File: src/nnsm_pkg.sv
// Shared constants, register index codes and the configuration struct of the
// nearest-neighbor scale mapper. No dependencies; every other file uses it.

package nnsm_pkg;

    // Field widths of the configuration registers and the transactions.
    localparam int OFF_W       = 12;
    localparam int ORG_W       = 12;
    localparam int SIZE_W      = 13;
    localparam int STRIDE_W    = 14;
    localparam int CFG_DATA_W  = 14;
    localparam int CFG_INDEX_W = 3;
    localparam int OUT_COORD_W = 13;
    localparam int BYTE_W      = 27;

    // Source coordinates saturate at 2^COORD_BITS - 1 (range 8 to 16).
    localparam int COORD_BITS  = 13;

    // Derived widths.
    localparam int PROD_W = OFF_W + SIZE_W;        // offset times source size
    localparam int Q_W    = SIZE_W;                // quotient stays below the source size
    localparam int SUM_W  = SIZE_W + 1;            // origin plus scaled offset
    localparam int LIN_W  = SUM_W + STRIDE_W + 1;  // row times stride plus column
    localparam int TRI_W  = LIN_W + 2;             // times the RGB byte count

    localparam int RGB_BYTES = 3;

    // Pipeline depth: product, one stage per quotient bit, origin add, then
    // stride product, column add and the output register.
    localparam int LANE_STAGES = Q_W + 2;
    localparam int NUM_STAGES  = LANE_STAGES + 3;

    localparam logic [63:0] COORD_MAX = (64'd1 << COORD_BITS) - 64'd1;
    localparam logic [63:0] BYTE_MAX  = (64'd1 << BYTE_W) - 64'd1;

    typedef enum logic [CFG_INDEX_W-1:0] {
        REG_WINDOW_LEFT,
        REG_WINDOW_TOP,
        REG_WINDOW_WIDTH,
        REG_WINDOW_HEIGHT,
        REG_TARGET_WIDTH,
        REG_TARGET_HEIGHT,
        REG_LINE_STRIDE,
        REG_GREY_MODE
    } cfg_index_t;

    typedef struct packed {
        logic [ORG_W-1:0]    window_left;
        logic [ORG_W-1:0]    window_top;
        logic [SIZE_W-1:0]   window_width;
        logic [SIZE_W-1:0]   window_height;
        logic [SIZE_W-1:0]   target_width;
        logic [SIZE_W-1:0]   target_height;
        logic [STRIDE_W-1:0] line_stride;
        logic                grey_mode;
    } cfg_t;

endpackage

File: src/nnsm_channels.sv
// Valid/ready channel interfaces for the request and result transactions of
// the nearest-neighbor scale mapper. Depends on nnsm_pkg.

interface nnsm_in_if;
    logic                       valid;
    logic                       ready;
    logic [nnsm_pkg::OFF_W-1:0] column_offset;
    logic [nnsm_pkg::OFF_W-1:0] row_offset;

    modport source (output valid, output column_offset, output row_offset, input ready);
    modport sink (input valid, input column_offset, input row_offset, output ready);
endinterface

interface nnsm_out_if;
    logic                             valid;
    logic                             ready;
    logic [nnsm_pkg::OUT_COORD_W-1:0] sample_column;
    logic [nnsm_pkg::OUT_COORD_W-1:0] sample_row;
    logic [nnsm_pkg::BYTE_W-1:0]      byte_offset;
    logic                             outside;

    modport source (output valid, output sample_column, output sample_row,
                    output byte_offset, output outside, input ready);
    modport sink (input valid, input sample_column, input sample_row,
                  input byte_offset, input outside, output ready);
endinterface

File: src/nearest_neighbor_scale_mapper.sv
// Nearest-neighbor scale mapper: top level with the stage valid chain, the
// stall control and the output register. Depends on nnsm_pkg, nnsm_channels,
// nnsm_cfg_regs, nnsm_coord_lane and nnsm_byte_offset.
//
// For each request transaction (column and row offset inside the destination
// rectangle) the block returns one result transaction naming the source pixel
// that nearest-neighbor scaling samples: sample_column = window_left +
// floor(column_offset * window_width / target_width), sample_row likewise with
// the top, heights and row offset, both saturated at 2^COORD_BITS - 1, and the
// byte offset (sample_row * line_stride + sample_column), tripled unless
// grey_mode is set and clamped to the 27-bit field. An offset at or beyond the
// target size returns outside = 1 with every other field zero. The block takes
// one transaction per clock, unless the pipeline is full and stalled, through
// NUM_STAGES = 18 register stages: one product stage, thirteen
// restoring-division stages (one quotient bit each, both axes in parallel),
// the origin add, the stride product, the column add and the output register.
// The request loads the first stage at its accepting edge and passes through
// the stages in this order until the output register presents its result.
// Every stage carries its own valid bit and advances whenever the stage after
// it is empty or advancing, so bubbles close up and requests keep being
// accepted while a finished result waits for result.ready; request.ready only
// drops when all eighteen stages hold transactions and the output is stalled.
// Configuration registers are written through cfg_we/cfg_index/cfg_data and
// must only change while no transaction is in flight.

module nearest_neighbor_scale_mapper (
    input  logic                                clk,
    input  logic                                rst_n,
    input  logic                                cfg_we,
    input  logic [nnsm_pkg::CFG_INDEX_W-1:0]    cfg_index,
    input  logic [nnsm_pkg::CFG_DATA_W-1:0]     cfg_data,
    nnsm_in_if.sink                             request,
    nnsm_out_if.source                          result
);

    localparam int NUM_STAGES  = nnsm_pkg::NUM_STAGES;
    localparam int LANE_STAGES = nnsm_pkg::LANE_STAGES;
    localparam int SUM_W       = nnsm_pkg::SUM_W;
    localparam int OUT_W       = nnsm_pkg::OUT_COORD_W;

    nnsm_pkg::cfg_t cfg;

    logic [NUM_STAGES-1:0] stage_en;
    logic [NUM_STAGES-1:0] valid_reg;
    logic [NUM_STAGES-1:0] valid_next;
    logic [NUM_STAGES-2:0] flag_reg;
    logic [NUM_STAGES-2:0] flag_next;
    logic                  outside_in;

    logic [SUM_W-1:0] lane_column;
    logic [SUM_W-1:0] lane_row;
    logic [SUM_W-1:0] column_mid_reg;
    logic [SUM_W-1:0] row_mid_reg;
    logic [SUM_W-1:0] column_late_reg;
    logic [SUM_W-1:0] row_late_reg;
    logic [nnsm_pkg::BYTE_W-1:0] byte_late;

    logic [OUT_W-1:0]            sample_column_reg;
    logic [OUT_W-1:0]            sample_row_reg;
    logic [nnsm_pkg::BYTE_W-1:0] byte_offset_reg;
    logic                        outside_reg;

    nnsm_cfg_regs u_cfg_regs (
        .clk       (clk),
        .rst_n     (rst_n),
        .cfg_we    (cfg_we),
        .cfg_index (cfg_index),
        .cfg_data  (cfg_data),
        .cfg       (cfg)
    );

    // A stage may load when some stage at or after it is empty, or when the
    // output is being taken this cycle. Each enable is one masked AND-reduce.
    for (genvar i = 0; i < NUM_STAGES; i++)
    begin : g_en
        localparam logic [NUM_STAGES-1:0] LOW_MASK = NUM_STAGES'((64'd1 << i) - 64'd1);
        assign stage_en[i] = result.ready || !(&(valid_reg | LOW_MASK));
    end

    assign request.ready = stage_en[0];

    // The outside decision is made on entry and travels with the transaction;
    // the arithmetic still runs on such items but its result is discarded.
    assign outside_in = (nnsm_pkg::SIZE_W'(request.column_offset) >= cfg.target_width) ||
                        (nnsm_pkg::SIZE_W'(request.row_offset) >= cfg.target_height);

    always_comb
    begin
        if (stage_en[0])
        begin
            valid_next[0] = request.valid;
            flag_next[0]  = outside_in;
        end
        else
        begin
            valid_next[0] = valid_reg[0];
            flag_next[0]  = flag_reg[0];
        end
        for (int i = 1; i < NUM_STAGES; i++)
        begin
            if (!stage_en[i])
            begin
                valid_next[i] = valid_reg[i];
            end
            else
            begin
                valid_next[i] = valid_reg[i-1];
            end
        end
        for (int i = 1; i < NUM_STAGES - 1; i++)
        begin
            if (!stage_en[i])
            begin
                flag_next[i] = flag_reg[i];
            end
            else
            begin
                flag_next[i] = flag_reg[i-1];
            end
        end
    end

    always_ff @(posedge clk or negedge rst_n)
    begin
        if (!rst_n)
        begin
            valid_reg <= '0;
        end
        else
        begin
            valid_reg <= valid_next;
        end
    end

    always_ff @(posedge clk)
    begin
        flag_reg <= flag_next;
    end

    nnsm_coord_lane u_column_lane (
        .clk      (clk),
        .stage_en (stage_en[LANE_STAGES-1:0]),
        .offset   (request.column_offset),
        .origin   (cfg.window_left),
        .src_size (cfg.window_width),
        .dst_size (cfg.target_width),
        .coord    (lane_column)
    );

    nnsm_coord_lane u_row_lane (
        .clk      (clk),
        .stage_en (stage_en[LANE_STAGES-1:0]),
        .offset   (request.row_offset),
        .origin   (cfg.window_top),
        .src_size (cfg.window_height),
        .dst_size (cfg.target_height),
        .coord    (lane_row)
    );

    // Coordinates wait alongside the byte offset arithmetic.
    always_ff @(posedge clk)
    begin
        if (stage_en[LANE_STAGES])
        begin
            column_mid_reg <= lane_column;
            row_mid_reg    <= lane_row;
        end
        if (stage_en[LANE_STAGES+1])
        begin
            column_late_reg <= column_mid_reg;
            row_late_reg    <= row_mid_reg;
        end
    end

    nnsm_byte_offset u_byte_offset (
        .clk           (clk),
        .stage_en      (stage_en[LANE_STAGES+1:LANE_STAGES]),
        .sample_row    (lane_row),
        .sample_column (column_mid_reg),
        .line_stride   (cfg.line_stride),
        .grey_mode     (cfg.grey_mode),
        .byte_offset   (byte_late)
    );

    // Output register: the last pipeline stage, zeroed for outside offsets.
    always_ff @(posedge clk)
    begin
        if (stage_en[NUM_STAGES-1])
        begin
            outside_reg <= flag_reg[NUM_STAGES-2];
            if (flag_reg[NUM_STAGES-2])
            begin
                sample_column_reg <= '0;
                sample_row_reg    <= '0;
                byte_offset_reg   <= '0;
            end
            else
            begin
                sample_column_reg <= column_late_reg[OUT_W-1:0];
                sample_row_reg    <= row_late_reg[OUT_W-1:0];
                byte_offset_reg   <= byte_late;
            end
        end
    end

    assign result.valid         = valid_reg[NUM_STAGES-1];
    assign result.sample_column = sample_column_reg;
    assign result.sample_row    = sample_row_reg;
    assign result.byte_offset   = byte_offset_reg;
    assign result.outside       = outside_reg;

endmodule

File: src/nnsm_cfg_regs.sv
// Configuration register file of the nearest-neighbor scale mapper.
// Depends on nnsm_pkg for the register index codes and the cfg_t struct.

module nnsm_cfg_regs (
    input  logic                                clk,
    input  logic                                rst_n,
    input  logic                                cfg_we,
    input  logic [nnsm_pkg::CFG_INDEX_W-1:0]    cfg_index,
    input  logic [nnsm_pkg::CFG_DATA_W-1:0]     cfg_data,
    output nnsm_pkg::cfg_t                      cfg
);

    nnsm_pkg::cfg_t cfg_reg;
    nnsm_pkg::cfg_t cfg_next;

    always_comb
    begin
        cfg_next = cfg_reg;
        if (cfg_we)
        begin
            unique case (nnsm_pkg::cfg_index_t'(cfg_index))
                nnsm_pkg::REG_WINDOW_LEFT:
                    cfg_next.window_left = cfg_data[nnsm_pkg::ORG_W-1:0];
                nnsm_pkg::REG_WINDOW_TOP:
                    cfg_next.window_top = cfg_data[nnsm_pkg::ORG_W-1:0];
                nnsm_pkg::REG_WINDOW_WIDTH:
                    cfg_next.window_width = cfg_data[nnsm_pkg::SIZE_W-1:0];
                nnsm_pkg::REG_WINDOW_HEIGHT:
                    cfg_next.window_height = cfg_data[nnsm_pkg::SIZE_W-1:0];
                nnsm_pkg::REG_TARGET_WIDTH:
                    cfg_next.target_width = cfg_data[nnsm_pkg::SIZE_W-1:0];
                nnsm_pkg::REG_TARGET_HEIGHT:
                    cfg_next.target_height = cfg_data[nnsm_pkg::SIZE_W-1:0];
                nnsm_pkg::REG_LINE_STRIDE:
                    cfg_next.line_stride = cfg_data[nnsm_pkg::STRIDE_W-1:0];
                nnsm_pkg::REG_GREY_MODE:
                    cfg_next.grey_mode = cfg_data[0];
                default:
                    cfg_next = cfg_reg;
            endcase
        end
    end

    always_ff @(posedge clk or negedge rst_n)
    begin
        if (!rst_n)
        begin
            cfg_reg.window_left   <= '0;
            cfg_reg.window_top    <= '0;
            cfg_reg.window_width  <= nnsm_pkg::SIZE_W'(1);
            cfg_reg.window_height <= nnsm_pkg::SIZE_W'(1);
            cfg_reg.target_width  <= nnsm_pkg::SIZE_W'(1);
            cfg_reg.target_height <= nnsm_pkg::SIZE_W'(1);
            cfg_reg.line_stride   <= nnsm_pkg::STRIDE_W'(1);
            cfg_reg.grey_mode     <= 1'b0;
        end
        else
        begin
            cfg_reg <= cfg_next;
        end
    end

    assign cfg = cfg_reg;

endmodule

File: src/nnsm_coord_lane.sv
// One coordinate lane: origin + floor(offset * src_size / dst_size), saturated.
// A registered product, one restoring-division stage per quotient bit and an
// origin add. Depends on nnsm_pkg.

module nnsm_coord_lane (
    input  logic                                clk,
    input  logic [nnsm_pkg::LANE_STAGES-1:0]    stage_en,
    input  logic [nnsm_pkg::OFF_W-1:0]          offset,
    input  logic [nnsm_pkg::ORG_W-1:0]          origin,
    input  logic [nnsm_pkg::SIZE_W-1:0]         src_size,
    input  logic [nnsm_pkg::SIZE_W-1:0]         dst_size,
    output logic [nnsm_pkg::SUM_W-1:0]          coord
);

    localparam int SIZE_W = nnsm_pkg::SIZE_W;
    localparam int Q_W    = nnsm_pkg::Q_W;
    localparam int PROD_W = nnsm_pkg::PROD_W;
    localparam int SUM_W  = nnsm_pkg::SUM_W;

    logic [PROD_W-1:0] prod_reg;
    logic [SIZE_W-1:0] rem_reg  [1:Q_W-1];
    logic [Q_W-1:0]    word_reg [1:Q_W];
    logic [SUM_W-1:0]  coord_reg;
    logic [SUM_W-1:0]  coord_sum;
    logic [SUM_W-1:0]  coord_next;

    always_ff @(posedge clk)
    begin
        if (stage_en[0])
        begin
            prod_reg <= PROD_W'(offset) * PROD_W'(src_size);
        end
    end

    // The quotient is known to stay below 2^Q_W when the offset is inside the
    // target, so the upper product bits seed the partial remainder directly.
    // Each stage shifts one dividend bit in and one quotient bit out.
    for (genvar k = 1; k <= Q_W; k++)
    begin : g_div
        logic [SIZE_W-1:0] rem_in;
        logic [Q_W-1:0]    word_in;
        logic [SIZE_W:0]   trial;
        logic [SIZE_W:0]   diff;
        logic              fits;

        if (k == 1)
        begin : g_first
            assign rem_in  = SIZE_W'(prod_reg[PROD_W-1:Q_W]);
            assign word_in = prod_reg[Q_W-1:0];
        end
        else
        begin : g_next
            assign rem_in  = rem_reg[k-1];
            assign word_in = word_reg[k-1];
        end

        assign trial = {rem_in, word_in[Q_W-1]};
        assign diff  = trial - {1'b0, dst_size};
        assign fits  = (trial >= {1'b0, dst_size});

        always_ff @(posedge clk)
        begin
            if (stage_en[k])
            begin
                word_reg[k] <= {word_in[Q_W-2:0], fits};
            end
        end

        if (k < Q_W)
        begin : g_rem
            always_ff @(posedge clk)
            begin
                if (stage_en[k])
                begin
                    rem_reg[k] <= fits ? diff[SIZE_W-1:0] : trial[SIZE_W-1:0];
                end
            end
        end
    end

    assign coord_sum = SUM_W'(origin) + SUM_W'(word_reg[Q_W]);

    always_comb
    begin
        if (64'(coord_sum) > nnsm_pkg::COORD_MAX)
        begin
            coord_next = SUM_W'(nnsm_pkg::COORD_MAX);
        end
        else
        begin
            coord_next = coord_sum;
        end
    end

    always_ff @(posedge clk)
    begin
        if (stage_en[Q_W+1])
        begin
            coord_reg <= coord_next;
        end
    end

    assign coord = coord_reg;

endmodule

File: src/nnsm_byte_offset.sv
// Byte offset of the sampled pixel: row * stride + column, times three for
// RGB, saturated to the offset field. Two register stages and a final
// combinational scale and clamp. Depends on nnsm_pkg.

module nnsm_byte_offset (
    input  logic                                clk,
    input  logic [1:0]                          stage_en,
    input  logic [nnsm_pkg::SUM_W-1:0]          sample_row,
    input  logic [nnsm_pkg::SUM_W-1:0]          sample_column,
    input  logic [nnsm_pkg::STRIDE_W-1:0]       line_stride,
    input  logic                                grey_mode,
    output logic [nnsm_pkg::BYTE_W-1:0]         byte_offset
);

    localparam int LIN_W = nnsm_pkg::LIN_W;
    localparam int TRI_W = nnsm_pkg::TRI_W;

    logic [LIN_W-1:0] prod_reg;
    logic [LIN_W-1:0] lin_reg;
    logic [TRI_W-1:0] scaled;

    // The row arrives one stage ahead of the column it is added to.
    always_ff @(posedge clk)
    begin
        if (stage_en[0])
        begin
            prod_reg <= LIN_W'(sample_row) * LIN_W'(line_stride);
        end
        if (stage_en[1])
        begin
            lin_reg <= prod_reg + LIN_W'(sample_column);
        end
    end

    always_comb
    begin
        if (grey_mode)
        begin
            scaled = TRI_W'(lin_reg);
        end
        else
        begin
            scaled = TRI_W'(lin_reg) * TRI_W'(nnsm_pkg::RGB_BYTES);
        end

        if (64'(scaled) > nnsm_pkg::BYTE_MAX)
        begin
            byte_offset = nnsm_pkg::BYTE_MAX[nnsm_pkg::BYTE_W-1:0];
        end
        else
        begin
            byte_offset = scaled[nnsm_pkg::BYTE_W-1:0];
        end
    end

endmodule

File: src/flat_wrapper.sv
// flat-port wrapper written by rule: the top's interface ports become plain ports
module nearest_neighbor_scale_mapper_flat 
  (clk, rst_n, cfg_we, cfg_index, cfg_data, request_valid, request_column_offset, request_row_offset, request_ready, result_valid, result_sample_column, result_sample_row, result_byte_offset, result_outside, result_ready);
  nnsm_in_if request_i ();
  nnsm_out_if result_i ();
  input  logic clk;
  input  logic rst_n;
  input  logic cfg_we;
  input  logic [nnsm_pkg::CFG_INDEX_W-1:0] cfg_index;
  input  logic [nnsm_pkg::CFG_DATA_W-1:0] cfg_data;
  input wire logic [$bits(request_i.valid)-1:0] request_valid;
  input wire logic [$bits(request_i.column_offset)-1:0] request_column_offset;
  input wire logic [$bits(request_i.row_offset)-1:0] request_row_offset;
  output wire logic [$bits(request_i.ready)-1:0] request_ready;
  output wire logic [$bits(result_i.valid)-1:0] result_valid;
  output wire logic [$bits(result_i.sample_column)-1:0] result_sample_column;
  output wire logic [$bits(result_i.sample_row)-1:0] result_sample_row;
  output wire logic [$bits(result_i.byte_offset)-1:0] result_byte_offset;
  output wire logic [$bits(result_i.outside)-1:0] result_outside;
  input wire logic [$bits(result_i.ready)-1:0] result_ready;
  assign request_i.valid = request_valid;
  assign request_i.column_offset = request_column_offset;
  assign request_i.row_offset = request_row_offset;
  assign request_ready = request_i.ready;
  assign result_valid = result_i.valid;
  assign result_sample_column = result_i.sample_column;
  assign result_sample_row = result_i.sample_row;
  assign result_byte_offset = result_i.byte_offset;
  assign result_outside = result_i.outside;
  assign result_i.ready = result_ready;
  nearest_neighbor_scale_mapper u_core (.clk(clk), .rst_n(rst_n), .cfg_we(cfg_we), .cfg_index(cfg_index), .cfg_data(cfg_data), .request(request_i), .result(result_i));
endmodule
File: config.mk
export PLATFORM = sky130hd
export DESIGN_NAME = nearest_neighbor_scale_mapper_flat
export DESIGN_NICKNAME = d
export VERILOG_FILES = /design/src/nnsm_pkg.sv /design/src/nnsm_channels.sv /design/src/nearest_neighbor_scale_mapper.sv /design/src/nnsm_cfg_regs.sv /design/src/nnsm_coord_lane.sv /design/src/nnsm_byte_offset.sv /design/src/flat_wrapper.sv
export SDC_FILE = /design/constraint.sdc
export NUM_CORES = 2
export LEC_CHECK = 0
export ABC_AREA = 1
export CAP_MARGIN = 20
export CORE_AREA = 2 2 285 427
export DETAILED_ROUTE_END_ITERATION = 10
export DIE_AREA = 0 0 287 429
export DONT_BUFFER_PORTS = 1
export GPL_TIMING_DRIVEN = 0
export HOLD_SLACK_MARGIN = 0.03
export PLACE_DENSITY = 0.82
export SLEW_MARGIN = 5
export SYNTH_ARGS = -nofsm -noshare
export SYNTH_HDL_FRONTEND = slang
export SYNTH_SLANG_ARGS = --single-unit
File: constraint.sdc
create_clock -name clk -period 11.4 [get_ports clk]
set_clock_uncertainty 0.2 [all_clocks]
set_input_delay 2.28 -clock clk [delete_from_list [all_inputs] [get_ports clk]]
set_output_delay 2.28 -clock clk [all_outputs]
set_load 0.02 [all_outputs]
==> results.txt <==
----------------------------------------------------
[Clock network]
  Max clock buf depth ... 3
  TritonCTS clock tree ... built
  Number of post-CTS setup repair buffers ... 0
  Cell chosen for the clock root ... sky130_fd_sc_hd__clkbuf_16
  H-tree depth ... 3
  Post-CTS clock slew at the launch and capture registers of the worst setup and hold paths ... 0.06 ns
  Clock sink count ... 1018
  Clock buffer count from CTS ... 94
  Number of resized instances in the post-cts repair step ... 0
  Clock Latency Late Sink ... between 0.7 and 0.8 ns
  Hold_buf cts ... 0

[GRT]
  Maximum number of pins on one net before global-route repair ... 110
  Via count of the first global-routing pass ... 56500
  Antenna violations before repair ... 11
  Global-route usage over all layers ... 30.6%
  Wire length of the first global-routing pass ... approximately 300000 um
  Grt total ovfl ... 0

[Yosys]
  Post-synth design cell area ... 71200 sq um
  Share of flip-flops with an asynchronous set or reset ... 10.7%
  Distinct cells, synth ... between 60 and 70
  Top post-synthesis cells by area ... sky130_fd_sc_hd__edfxtp_1 38%, sky130_fd_sc_hd__ha_1 11%, sky130_fd_sc_hd__fa_1 11%
  Post-Syn Area per Cell ... 9.53 sq um
  EDFF count, synth ... 909
  Yosys Warn Count ... 0
  Largest area contributor in the synthesized netlist ... sky130_fd_sc_hd__edfxtp_1
  Yosys reg bits ... 1018
  Share of the yosys chip area belonging to registers ... 42.2%
  Fraction of synthesized cell area taken by the top area cell type ... between 30% and 40%
  Most instantiated flip-flop cell in the synthesis netlist ... sky130_fd_sc_hd__edfxtp_1
  Post-synthesis cell count ... around 7500

[Routing]
  Total iterations of the first detailed-routing run ... 7
  Aggregate routed wire length ... roughly 190000 um
  DRC Markers ... 0
  Drt wl/cell ... 20.3 um
  Via count ... 53700
  Count of routing violations after the opening detailed-route iteration ... 3671
  Count of nets left with antenna violations after detail routing ... 0
  Routed via count divided by cell count ... 5.80

[Floorplanning]
  Die span in x ... roughly 290 um
  Initial Utilization ... 59.8%
  Die Y-Extent ... 429 um
  I/O pin count ... 102
  # rows ... about 160
  Total die area ... ~120000 sq um
  Area of the core ... 119000 sq um

[Run]
  MaxCap Viol Count ... 0

[Cells and area]
  Proportion of layout cells with a drive suffix above 1 ... under 10%
  Top library cells by usage in the layout, fill and taps aside ... 1714 x sky130_fd_sc_hd__nand2_1, 1041 x sky130_fd_sc_hd__inv_1, 909 x sky130_fd_sc_hd__edfxtp_1
  Post-synthesis to final-layout area growth ... 8.13%
  Most common cell after layout, fill and taps aside ... sky130_fd_sc_hd__nand2_1
  Count of nets after finishing ... 8673
  Non-filler instance count after layout ... 9250

[STA]
  Part of the cycle the worst path needs ... 83.3%
  Max_slew headroom ... 18.5%
  RSZ-0062 raised after global routing ... no
  Hold violation total from the final report ... 0
  Total setup violations reported at the end of the flow ... 0
  Slew Viols, Final ... 0
  Post-route minimum period ... roughly 9.5 ns
  Slew at the pin with the worst max-slew slack ... 1.22 ns
  PnR worst setup slack ... 1.91 ns
  Upper clock frequency limit ... 105 MHz

[Place]
  Weighted congestion reported at the end of routability-driven placement ... ~0.98
  Cell count after placement ... 9063
  Worst slack at placement ... 1.49 ns
  Post-detail-place hpwl ... roughly 140000 um
  Buffers on Ports ... 0

[Worst hold path]
  Class of the tightest hold or removal check ... flop to flop

[Critical path]
  Startpoint Class ... input port
  Required time worst endpoint ... 8.92 ns
  Category of the most critical setup path ... input port to output pin
  Maximum fanout encountered on the critical timing path ... 52
  Capturing element type of the critical path ... output pin
  Arrival time at the worst endpoint ... 7.01 ns
  Flop2flop setup slack ... 4.44 ns

[Run status]
  Run status ... finished clean

----------------------------------------------------
metrics by stage:
stage	hold WS (ns)	setup TNS (ns)	instance area, sq um	util [%]
2_1_floorplan	0.200	0	71200	-
3_3_place_gp	0.200	-0.650	73200	61.4
3_5_place_dp	0.205	0	73700	61.9
4_1_cts	0.175	0	76900	64.6
5_1_grt	0.196	0	77000	64.6
6_report	0.187	0	77000	64.6
worst max-delay path, cell delays in order:
cell                      delay (ns)
sky130_fd_sc_hd__nor2_2         0.18
sky130_fd_sc_hd__nand2_2        0.40
sky130_fd_sc_hd__nor2_4         0.29
sky130_fd_sc_hd__nand4_4        0.48
sky130_fd_sc_hd__buf_12         0.39
sky130_fd_sc_hd__nor2_4         0.20
sky130_fd_sc_hd__nand4_4        0.49
sky130_fd_sc_hd__buf_12         0.40
sky130_fd_sc_hd__nor2_4         0.14
sky130_fd_sc_hd__nand4_4        0.45
sky130_fd_sc_hd__buf_12         0.38
sky130_fd_sc_hd__nor2_4         0.17
sky130_fd_sc_hd__nand3_4        0.70
cell type report:
| type | instances | area [sq um] |
|---|---|---|
| antenna | 8 | 20.0 |
| buffer | 156 | 709 |
| clock buffer | 109 | 2490 |
| clock inverter | 68 | 767 |
| fill | 9294 | 42100 |
| inverter | 1055 | 3960 |
| multi-input combinational | 5244 | 36500 |
| sequential | 1018 | 30000 |
| tap | 1570 | 1960 |
| timing repair buffer | 22 | 515 |
final timing paths:
path	startpoint	to	depth (start not counted)
hold reg to reg	u_core.u_row_lane.word_reg[0][141]$_DFFE_PP_	u_core.u_row_lane.word_reg[0][155]$_DFFE_PP_	0
hold / removal	u_core.u_row_lane.word_reg[0][141]$_DFFE_PP_	u_core.u_row_lane.word_reg[0][155]$_DFFE_PP_	0
setup reg to reg	u_core.u_row_lane.coord[2]$_SDFFCE_PN1P_	u_core.u_byte_offset.prod_reg[22]$_DFFE_PP_	19
min in group asynchronous	rst_n	u_core.u_cfg_regs.cfg[63]$_DFFE_PN0P_	0
setup / recovery	result_ready	request_ready	13
max in group asynchronous	rst_n	u_core.u_cfg_regs.cfg[41]$_DFFE_PN1P_	0
layer usage:
metal  share of wire (%)  global-route usage (%)
met4                 8.1                    22.1
met3                 6.0                    4.95
met5               0.039                       0
met1                  33                    30.6
met2                  53                    56.7
synth_stat cells (7+ instances only):
library cell                number
sky130_fd_sc_hd__nand3_1       288
sky130_fd_sc_hd__inv_1        1047
sky130_fd_sc_hd__nor3_1         70
sky130_fd_sc_hd__clkbuf_1       98
sky130_fd_sc_hd__xnor2_1       184
sky130_fd_sc_hd__o21a_1         10
sky130_fd_sc_hd__o21ai_2        25
sky130_fd_sc_hd__clkbuf_2       18
sky130_fd_sc_hd__o21ai_0       593
sky130_fd_sc_hd__o21ai_1         8
sky130_fd_sc_hd__inv_2           7
sky130_fd_sc_hd__nand2_2         9
sky130_fd_sc_hd__a21o_1         29
sky130_fd_sc_hd__a221oi_1       22
sky130_fd_sc_hd__edfxtp_1      909
sky130_fd_sc_hd__xor2_1        173
sky130_fd_sc_hd__or2_2          57
sky130_fd_sc_hd__ha_1          647
sky130_fd_sc_hd__o21bai_1       11
sky130_fd_sc_hd__nand2_1      1718
sky130_fd_sc_hd__nand3_2        13
sky130_fd_sc_hd__a21oi_1       429
sky130_fd_sc_hd__o2111ai_1      22
sky130_fd_sc_hd__nor4_1          8
sky130_fd_sc_hd__nand4_1        52
sky130_fd_sc_hd__dfrtp_1       104
sky130_fd_sc_hd__a31oi_1         8
sky130_fd_sc_hd__buf_2          27
sky130_fd_sc_hd__fa_1          389
sky130_fd_sc_hd__nor2_1        409
sky130_fd_sc_hd__buf_4           8
logic make-up after synthesis:
family	count (synthesis)	synth area share (%)
AOI/OAI and AO/OA	1194	9.09
xor gates and xnor gates	357	4.39
adders and majority gates	1036	22.3
buffers and inverters	1211	6.56
DFF	1018	42.2
muxes	6	0.0861
other	1	0.00527
and+or+nand+nor	2649	15.4
Power is not shown: default switching activity piles up to over one toggle a cycle in this logic, so the estimate is an artifact.
